**config.mk**
```make
export PLATFORM = sky130hd
export DESIGN_NAME = lsb_stego_extractor
export DESIGN_NICKNAME = d
export VERILOG_FILES = /design/src/lse_pkg.sv /design/src/lse_front.sv /design/src/lse_fifo.sv /design/src/lse_back.sv /design/src/lsb_stego_extractor.sv
export SDC_FILE = /design/constraint.sdc
export NUM_CORES = 1
export LEC_CHECK = 0
export ABC_AREA = 1
export BUFFER_PORTS_ARGS = -buffer_cell sky130_fd_sc_hd__buf_4
export CAP_MARGIN = 20
export CORE_MARGIN = 2
export CORE_UTILIZATION = 35
export DETAILED_ROUTE_END_ITERATION = 10
export HOLD_SLACK_MARGIN = 0.05
export PLACE_DENSITY = 0.6
export SLEW_MARGIN = 20
export SYNTH_ARGS = -nofsm -noshare
export SYNTH_HDL_FRONTEND = slang
export SYNTH_SLANG_ARGS = --single-unit
```
**constraint.sdc**
```tcl
create_clock -name clk -period 5.55 [get_ports clk]
set_input_delay 0.555 -clock clk [delete_from_list [all_inputs] [get_ports clk]]
set_output_delay 0.555 -clock clk [all_outputs]
set_load 0.01 [all_outputs]
```
**src/lse_pkg.sv**
```systemverilog
package lse_pkg;

  // default header geometry
  localparam int LEN_BYTES_DEF       = 8;
  localparam int LEN_BITS_DEF        = 32;
  localparam int PACK_FIELD_BITS_DEF = 4;

  // fixed widths
  localparam int LEN_W   = 32;
  localparam int BYTE_W  = 8;
  localparam int BPC_W   = 4;
  localparam int ABITS_W = 3;
  localparam logic [BPC_W-1:0] BPC_MAX = 4'd8;
  localparam logic [BPC_W-1:0] BPC_MIN = 4'd1;

  // command queue between front and back
  localparam int Q_DEPTH = 4;
  localparam int Q_PTR_W = $clog2(Q_DEPTH);
  localparam int Q_CNT_W = $clog2(Q_DEPTH + 1);

  typedef enum logic [1:0] {
    PH_LEN  = 2'd0,
    PH_BPC  = 2'd1,
    PH_DATA = 2'd2,
    PH_DONE = 2'd3
  } lse_phase_t;

  typedef enum logic {
    KIND_START = 1'b0,
    KIND_DATA  = 1'b1
  } lse_kind_t;

  // start carries the message length, data carries carrier byte and bit count
  typedef struct packed {
    lse_kind_t         kind;
    logic [LEN_W-1:0]  data;
    logic [BPC_W-1:0]  nbits;
  } lse_entry_t;

  typedef struct packed {
    logic       valid;
    lse_entry_t entry;
  } lse_cmd_t;

endpackage

```
**src/lse_front.sv**
```systemverilog
module lse_front import lse_pkg::*; #(
  parameter int LEN_BYTES       = LEN_BYTES_DEF,
  parameter int LEN_BITS        = LEN_BITS_DEF,
  parameter int PACK_FIELD_BITS = PACK_FIELD_BITS_DEF
) (
  input  logic              clk,
  input  logic              rst_n,
  input  logic              in_valid,
  output logic              in_ready,
  input  logic [BYTE_W-1:0] in_carrier_byte,
  input  logic              in_new_message,
  input  logic              q_full,
  output lse_cmd_t          push
);

  localparam int BPH      = LEN_BITS / LEN_BYTES;
  localparam int HDR_TAKE = (BPH > BYTE_W) ? BYTE_W : BPH;
  localparam logic [BYTE_W-1:0] HDR_MASK = BYTE_W'((16'd1 << HDR_TAKE) - 16'd1);
  localparam int HC_W  = $clog2(LEN_BYTES + 1);
  localparam int POS_W = $clog2(LEN_BITS + 1);

  lse_phase_t         phase_r, phase_nxt, ph_eff;
  logic [HC_W-1:0]    hc_r, hc_nxt, hc_eff, hc_inc;
  logic [POS_W-1:0]   pos_r, pos_nxt, pos_eff;
  logic [LEN_W-1:0]   len_r, len_nxt, len_eff, len_acc;
  logic [BPC_W-1:0]   bpc_r, bpc_nxt, bpc_raw;
  logic [2*LEN_W-1:0] hdr_wide;
  logic               in_fire;

  assign in_ready = !q_full;
  assign in_fire  = in_valid && in_ready;

  // phase and header registers
  always_ff @(posedge clk) begin
    if (!rst_n) begin
      phase_r <= PH_LEN;
      hc_r    <= '0;
      pos_r   <= '0;
      len_r   <= '0;
      bpc_r   <= BPC_MIN;
    end else begin
      phase_r <= phase_nxt;
      hc_r    <= hc_nxt;
      pos_r   <= pos_nxt;
      len_r   <= len_nxt;
      bpc_r   <= bpc_nxt;
    end
  end

  // new message restarts header parsing with this byte
  assign ph_eff  = in_new_message ? PH_LEN : phase_r;
  assign hc_eff  = in_new_message ? '0 : hc_r;
  assign pos_eff = in_new_message ? '0 : pos_r;
  assign len_eff = in_new_message ? '0 : len_r;

  assign hc_inc   = hc_eff + HC_W'(1);
  assign hdr_wide = (2*LEN_W)'(in_carrier_byte & HDR_MASK) << pos_eff;
  assign len_acc  = len_eff | hdr_wide[LEN_W-1:0];
  assign bpc_raw  = BPC_W'(in_carrier_byte[PACK_FIELD_BITS-1:0]);

  // classify each transfer
  always_comb begin
    phase_nxt   = phase_r;
    hc_nxt      = hc_r;
    pos_nxt     = pos_r;
    len_nxt     = len_r;
    bpc_nxt     = bpc_r;
    push.valid  = 1'b0;
    push.entry  = '{kind: KIND_DATA,
                   data: LEN_W'(in_carrier_byte),
                   nbits: bpc_r};
    if (in_fire) begin
      phase_nxt = ph_eff;
      hc_nxt    = hc_eff;
      pos_nxt   = pos_eff;
      len_nxt   = len_eff;
      case (ph_eff)
        PH_LEN: begin
          hc_nxt  = hc_inc;
          pos_nxt = pos_eff + POS_W'(BPH);
          len_nxt = len_acc;
          if (hc_inc == HC_W'(LEN_BYTES)) begin
            phase_nxt = PH_BPC;
            // a negative length counts as zero
            if (len_acc[LEN_W-1]) begin
              len_nxt = '0;
            end
          end
        end
        PH_BPC: begin
          if (bpc_raw < BPC_MIN) begin
            bpc_nxt = BPC_MIN;
          end else if (bpc_raw > BPC_MAX) begin
            bpc_nxt = BPC_MAX;
          end else begin
            bpc_nxt = bpc_raw;
          end
          push.valid       = 1'b1;
          push.entry.kind  = KIND_START;
          push.entry.data  = len_eff;
          phase_nxt        = (len_eff == '0) ? PH_DONE : PH_DATA;
        end
        PH_DATA: begin
          push.valid = 1'b1;
        end
        default: begin
        end
      endcase
    end
  end

endmodule

```
**src/lse_fifo.sv**
```systemverilog
module lse_fifo import lse_pkg::*; (
  input  logic       clk,
  input  logic       rst_n,
  input  lse_cmd_t   push,
  output logic       full,
  input  logic       pop,
  output lse_cmd_t   head
);

  lse_entry_t         mem [Q_DEPTH];
  lse_entry_t         head_r;
  logic               head_v_r;
  logic [Q_PTR_W-1:0] wr_ptr_r, rd_ptr_r;
  logic [Q_CNT_W-1:0] count_r;
  logic               do_pop, head_free, mem_empty;
  logic               load_mem, load_push, write_mem;

  // count_r holds every entry, the head register included
  assign full       = (count_r == Q_CNT_W'(Q_DEPTH));
  assign head.valid = head_v_r;
  assign head.entry = head_r;
  assign do_pop     = pop && head_v_r;
  assign head_free  = !head_v_r || do_pop;
  assign mem_empty  = (count_r == Q_CNT_W'(head_v_r));
  assign load_mem   = head_free && !mem_empty;
  assign load_push  = head_free && mem_empty && push.valid;
  assign write_mem  = push.valid && !load_push;

  // entry storage and registered head
  always_ff @(posedge clk) begin
    if (write_mem) begin
      mem[wr_ptr_r] <= push.entry;
    end
    if (load_mem) begin
      head_r <= mem[rd_ptr_r];
    end else if (load_push) begin
      head_r <= push.entry;
    end
  end

  // pointers, head flag and fill count
  always_ff @(posedge clk) begin
    if (!rst_n) begin
      wr_ptr_r <= '0;
      rd_ptr_r <= '0;
      count_r  <= '0;
      head_v_r <= 1'b0;
    end else begin
      if (write_mem) begin
        wr_ptr_r <= wr_ptr_r + Q_PTR_W'(1);
      end
      if (load_mem) begin
        rd_ptr_r <= rd_ptr_r + Q_PTR_W'(1);
      end
      head_v_r <= (head_v_r && !do_pop) || load_mem || load_push;
      count_r  <= count_r + Q_CNT_W'(push.valid) - Q_CNT_W'(do_pop);
    end
  end

  // never written while full, unless the head pops in the same cycle
  a_no_overflow: assert property (@(posedge clk) disable iff (!rst_n)
    full && !do_pop |-> !push.valid)
    else $error("queue written while full");

endmodule

```
**src/lse_back.sv**
```systemverilog
module lse_back import lse_pkg::*; (
  input  logic              clk,
  input  logic              rst_n,
  input  lse_cmd_t          head,
  output logic              pop,
  output logic              out_valid,
  input  logic              out_ready,
  output logic [BYTE_W-1:0] out_message_byte,
  output logic              out_last_byte
);

  logic                busy_r, busy_nxt;
  logic [BYTE_W-1:0]   sh_r, sh_nxt;
  logic [BPC_W-1:0]    rem_r, rem_nxt;
  logic [BYTE_W-1:0]   accum_r, accum_nxt, acc_set;
  logic [ABITS_W-1:0]  abits_r, abits_nxt;
  logic [LEN_W-1:0]    emitted_r, emitted_nxt, emit_cnt;
  logic [LEN_W-1:0]    length_r, length_nxt;
  logic                done_r, done_nxt;
  logic                ov_r, ov_nxt;
  logic [BYTE_W-1:0]   ob_r, ob_nxt;
  logic                ol_r, ol_nxt;
  logic                can_emit, is_last;

  assign out_valid        = ov_r;
  assign out_message_byte = ob_r;
  assign out_last_byte    = ol_r;

  assign can_emit = !ov_r || out_ready;
  assign acc_set  = accum_r | (BYTE_W'(sh_r[0]) << abits_r);
  assign emit_cnt = emitted_r + LEN_W'(1);
  assign is_last  = (emit_cnt >= length_r);

  // control registers
  always_ff @(posedge clk) begin
    if (!rst_n) begin
      busy_r    <= 1'b0;
      rem_r     <= '0;
      accum_r   <= '0;
      abits_r   <= '0;
      emitted_r <= '0;
      length_r  <= '0;
      done_r    <= 1'b1;
      ov_r      <= 1'b0;
    end else begin
      busy_r    <= busy_nxt;
      rem_r     <= rem_nxt;
      accum_r   <= accum_nxt;
      abits_r   <= abits_nxt;
      emitted_r <= emitted_nxt;
      length_r  <= length_nxt;
      done_r    <= done_nxt;
      ov_r      <= ov_nxt;
    end
  end

  // payload registers
  always_ff @(posedge clk) begin
    sh_r <= sh_nxt;
    ob_r <= ob_nxt;
    ol_r <= ol_nxt;
  end

  // one carrier bit per cycle into the byte accumulator; a full output holds a byte's last bit
  always_comb begin
    busy_nxt    = busy_r;
    sh_nxt      = sh_r;
    rem_nxt     = rem_r;
    accum_nxt   = accum_r;
    abits_nxt   = abits_r;
    emitted_nxt = emitted_r;
    length_nxt  = length_r;
    done_nxt    = done_r;
    ov_nxt      = ov_r && !out_ready;
    ob_nxt      = ob_r;
    ol_nxt      = ol_r;
    pop         = 1'b0;
    if (busy_r) begin
      if (abits_r != ABITS_W'(BYTE_W - 1)) begin
        accum_nxt = acc_set;
        abits_nxt = abits_r + ABITS_W'(1);
        sh_nxt    = sh_r >> 1;
        rem_nxt   = rem_r - BPC_W'(1);
        busy_nxt  = (rem_r != BPC_W'(1));
      end else if (can_emit) begin
        // byte complete, hand it to the output register
        ov_nxt      = 1'b1;
        ob_nxt      = acc_set;
        ol_nxt      = is_last;
        emitted_nxt = emit_cnt;
        accum_nxt   = '0;
        abits_nxt   = '0;
        sh_nxt      = sh_r >> 1;
        rem_nxt     = rem_r - BPC_W'(1);
        if (is_last) begin
          done_nxt = 1'b1;
          busy_nxt = 1'b0;
        end else begin
          busy_nxt = (rem_r != BPC_W'(1));
        end
      end
    end else if (head.valid) begin
      pop = 1'b1;
      case (head.entry.kind)
        KIND_START: begin
          length_nxt  = head.entry.data;
          emitted_nxt = '0;
          accum_nxt   = '0;
          abits_nxt   = '0;
          done_nxt    = (head.entry.data == '0);
        end
        KIND_DATA: begin
          // carriers after the final byte are dropped
          if (!done_r) begin
            busy_nxt = 1'b1;
            sh_nxt   = head.entry.data[BYTE_W-1:0];
            rem_nxt  = head.entry.nbits;
          end
        end
        default: begin
        end
      endcase
    end
  end

  // a live message has bytes left to send
  a_live_not_over: assert property (@(posedge clk) disable iff (!rst_n)
    !done_r |-> emitted_r < length_r)
    else $error("byte count reached length without done");

  // working on a carrier only within a live message
  a_busy_live: assert property (@(posedge clk) disable iff (!rst_n)
    busy_r |-> !done_r && rem_r != '0)
    else $error("busy with no bits left or after done");

  // a completed byte is never dropped under stall
  a_emit_hold: assert property (@(posedge clk) disable iff (!rst_n)
    busy_r && abits_r == ABITS_W'(BYTE_W - 1) && !can_emit |=> busy_r && $stable(accum_r))
    else $error("completed byte lost while output stalled");

endmodule

```
**src/lsb_stego_extractor.sv**
```systemverilog
// channel  | ports                                            | direction
// ---------+--------------------------------------------------+----------
// input    | in_valid, in_ready, in_carrier_byte, in_new_message | in
// result   | out_valid, out_ready, out_message_byte, out_last_byte | out
//
// length carriers are taken by the front part, one per cycle while the queue
// is not full, and need no back work; the bit-count carrier also queues a start
// command that the back packer pops without bit work. a data carrier is loaded
// from the queue by the back packer, then takes one bit per cycle (1 to 8 bits).
// a four-entry command queue lets the front keep taking carriers meanwhile, until it fills.
// synchronous reset returns to length-header parsing; no clearing pass.
// a full output register stalls the packer on the bit that completes a byte.
module lsb_stego_extractor import lse_pkg::*; #(
  parameter int LEN_BYTES       = LEN_BYTES_DEF,
  parameter int LEN_BITS        = LEN_BITS_DEF,
  parameter int PACK_FIELD_BITS = PACK_FIELD_BITS_DEF
) (
  input  logic              clk,
  input  logic              rst_n,
  input  logic              in_valid,
  output logic              in_ready,
  input  logic [BYTE_W-1:0] in_carrier_byte,
  input  logic              in_new_message,
  output logic              out_valid,
  input  logic              out_ready,
  output logic [BYTE_W-1:0] out_message_byte,
  output logic              out_last_byte
);

  lse_cmd_t push, head;
  logic     q_full, pop;

  // header parsing and carrier classification
  lse_front #(
    .LEN_BYTES       (LEN_BYTES),
    .LEN_BITS        (LEN_BITS),
    .PACK_FIELD_BITS (PACK_FIELD_BITS)
  ) u_front (
    .clk             (clk),
    .rst_n           (rst_n),
    .in_valid        (in_valid),
    .in_ready        (in_ready),
    .in_carrier_byte (in_carrier_byte),
    .in_new_message  (in_new_message),
    .q_full          (q_full),
    .push            (push)
  );

  // command queue
  lse_fifo u_fifo (
    .clk   (clk),
    .rst_n (rst_n),
    .push  (push),
    .full  (q_full),
    .pop   (pop),
    .head  (head)
  );

  // bit-serial byte packer
  lse_back u_back (
    .clk              (clk),
    .rst_n            (rst_n),
    .head             (head),
    .pop              (pop),
    .out_valid        (out_valid),
    .out_ready        (out_ready),
    .out_message_byte (out_message_byte),
    .out_last_byte    (out_last_byte)
  );

endmodule

```
==> metrics.cfg <==
[global_routing]
grt-ovfl-total=0
grt_first_pass_wirelength_um=62800
grt.total_usage_pct=16.4
antenna_found_initial=0
grt_max_degree=76
grt_pass1_vias=11700

[logic_synthesis]
yosysTopAreaCell=edfxtp_1
synth_xor_area_share_pct=1.12
syn_area_per_cell_um2=8.70
yosysWarnings=0
synth_top_area_share_pct=37.6
yosys_most_used_dff=edfxtp_1
synth_edf_count=202
synth_fa_ha_area_share_pct=3.85
synth_compound_area_share_pct=12.9
post-synth-top-count-cell=nand2_1
yosysUniqueCellTypes=50
synth_top_family_by_area=simple AND/OR/NAND/NOR gates
synth_common_cells=nand2_1, edfxtp_1, nor2_1
synthCells=1856
synth_simple_gate_area_share_pct=19.9
synth_mux_area_share_pct=0
synth-seq-cells=342
ys_top_cells_by_area=edfxtp_1, dfxtp_1, nand2_1, o21ai_0, nor2_1
async_flop_share_pct=0
syn-num-nets=1918
synth-seq-area-share_pct=55.0
netlist_area_um2=16100

[critical_path]
path_delay_family=simple AND/OR/NAND/NOR gates
cpPeakStageDelay_ns=0.81
ff2ff_path_depth=10
worstPathArrival_ns=4.07
r2r_setup_slack_ns=1.70
crit_type=flip-flop to flip-flop
r2r_end=u_fifo.mem[1][16]
cp_num_buf_inv=4
crit_top_cell=nand2_1
worstSetupEndpointType=flip-flop
crit_slowest_cell=nor2_4
reg2reg_from=u_fifo.count_r[1]
worstPathMaxFanout=45
worstPathCellList=nor2_1, nand2_1, nand2_1, buf_4, inv_2, nand2_1, nor2_1, inv_1, nor2_4, buf_4
startpoint_type=flip-flop
crit_required_ns=5.77

[clock_tree]
worstSkewPairLatency_ns=0.52
path_clk_slew_ns=0.06
tritoncts=done
cts_resized=0
cts.sinks=342
cts_setup_buffers=0
htreeDepth=2
cts_buffers=36
root_buffer=clkbuf_16
postCtsHoldBufs=0
clockBufferDepth=3

[die]
chipWidth_um=219
start_util_pct=35.5
die_height_um=219
rows=78
core_area_um2=45500
io_pins=24
die-area_um2=47800

[detailed_routing]
firstDrtPassIters=5
via_per_inst=5.06
dr_wl_met2_um=18000
antenna_left=0
via_count=12500
wl_met3_um=1940
drt-total-wl_um=39500
wl_met1_um=18600
first_iter_violations=1199
wl_per_cell_um=16.0
drc=0
top_layer=met4

[pwr]
swShare_pct=32.8
combPwrFrac_pct=24.9
p_clk_share_pct=32.2
internal_power_mw=5.13
power.leakage_nw=6.76
irDropWorstVdd_mv=0.205
power.share.sequential_pct=42.9
p_per_area_nw_per_um2=422
p_sw_mw=2.50

[layout]
fin_cells=2473
final_area_um2=18100
nets=1909
final_util_pct=39.7
area_growth_pct=12.0
n_antenna_cell=0
drive_above_1_share_pct=7.79
fill_cells=4562

[placement]
io_buffers=23
dp_hpwl_um=26700
placed_area_um2=16800
gp_congestion=0.890
dp.cells=2408
place_worst_setup_slack_ns=1.69

[sta]
hold_viol_final=0
rsz0062_at_grt=false
finalCriticalPeriod_ns=3.85
fin_setup_tns_ns=0
min_period_over_period_pct=69.4
slew_viol_final=0
fin_skew_ns=0.0180
slew_headroom_pct=33.3
tightest_slew_ns=0.999
max_freq_ghz=0.260
finalSetupViolations=0
worst_slack_ns=1.70

[hold_path]
min_path_cells=2
hold_path_class=input pin to flip-flop
whs_endpoint=u_front.bpc_r[0]
min_from=in_carrier_byte[3]

[run_status]
outcome=finished clean

[run]
maxCapViolCount=0

## placed cells by master, fill, tap and decap left out, types with 6 or more instances in the layout
| master | count |
|---|---|
| a31oi_1 | 8 |
| o22ai_1 | 34 |
| nand3_1 | 87 |
| buf_4 | 38 |
| nor2_1 | 191 |
| xor2_1 | 14 |
| clkinv_1 | 6 |
| o21ai_0 | 176 |
| inv_2 | 15 |
| nor3_1 | 15 |
| edfxtp_1 | 202 |
| clkbuf_16 | 38 |
| inv_1 | 191 |
| dfxtp_1 | 139 |
| nand2_1 | 397 |
| nand4_1 | 22 |
| nor4_1 | 16 |
| o21bai_1 | 9 |
| clkinv_2 | 8 |
| ha_1 | 48 |
| a21oi_1 | 141 |
| nor2_4 | 9 |
## worst reg2reg max path, stage by stage, from the launching register on
cell and delay (ns):
dfxtp_1 0.42, nor2_1 0.06, nand2_1 0.12, nand2_1 0.06, buf_4 0.25, inv_2 0.61, nand2_1 0.39, nor2_1 0.28
inv_1 0.22, nor2_4 0.81, buf_4 0.34
## per-layer routing
layer / up-vias / global-route usage (%)
met5: - / 0
met4: 0 / 4.46
met3: 66 / 2.56
met2: 294 / 26.6
met1: 5924 / 22.8
li1: 6224 / -
## flip-flops by register name, summed over array words and instances (netlist names), 2 cells and up, named ones only
name                     count
u_front.pos_r                6
u_back.rem_r                 4
u_back.out_message_byte      8
u_fifo.mem                 148
u_back.length_r             32
u_fifo.rd_ptr_r              2
u_front.len_r               32
u_back.emitted_r            32
u_fifo.head                 37
u_front.phase_r              2
u_front.bpc_r                4
u_front.hc_r                 4
u_back.accum_r               8
u_back.abits_r               3
u_fifo.count_r               3
u_fifo.wr_ptr_r              2
u_back.sh_r                  8
## cell families (layout without fill, tap and decap cells)
kind of cell             Yosys count  after routing
adder cells (fa/ha/maj)           49             49
flip-flops                       342            342
buffers and inverters            295            312
XOR/XNOR                          19             19
AO/OA/AOI/OAI                    391            391
AND/OR/NAND/NOR                  760            760
## worst max path at each step
stage	from	endpoint	slack, ns	depth (start not counted)
4_1_cts	u_fifo.count_r[1]	u_fifo.mem[3][8]	1.69	10
3_3_place_gp	in_valid	u_fifo.mem[3][23]	1.72	9
3_5_place_dp	u_fifo.count_r[1]	u_fifo.mem[1][1]	1.69	10
2_1_floorplan	in_new_message	u_fifo.head[0]	0.96	7
5_1_grt	u_fifo.count_r[1]	u_fifo.mem[3][10]	1.43	10
6_report	u_fifo.count_r[1]	u_fifo.mem[1][16]	1.70	10
## stage by stage
stage	power (mW)	hold WS (ns)
2_1_floorplan	4.65	0.429
3_3_place_gp	5.15	0.446
3_5_place_dp	5.20	0.452
4_1_cts	7.66	0.266
5_1_grt	8.10	0.285
6_report	7.63	0.289
## power groups by stage
stage	clock network [mW]	registers, mW	logic [mW]
floorplan	0	3.30	1.35
global placement	0	3.32	1.83
detailed placement	0	3.33	1.87
CTS	2.51	3.28	1.88
global route	2.61	3.31	2.18
finish	2.46	3.27	1.90
## cell type report
class,count,area [um^2],area share (%)
clock buffer,44,993,5.50
clock inverter,20,201,1.11
inverter,209,787,4.35
multi-input combinational,1219,6160,34.1
sequential,342,8870,49.1
tap,600,751,4.15
timing repair buffer,39,313,1.73
No activity file was read; power rests on OpenSTA's default activity.
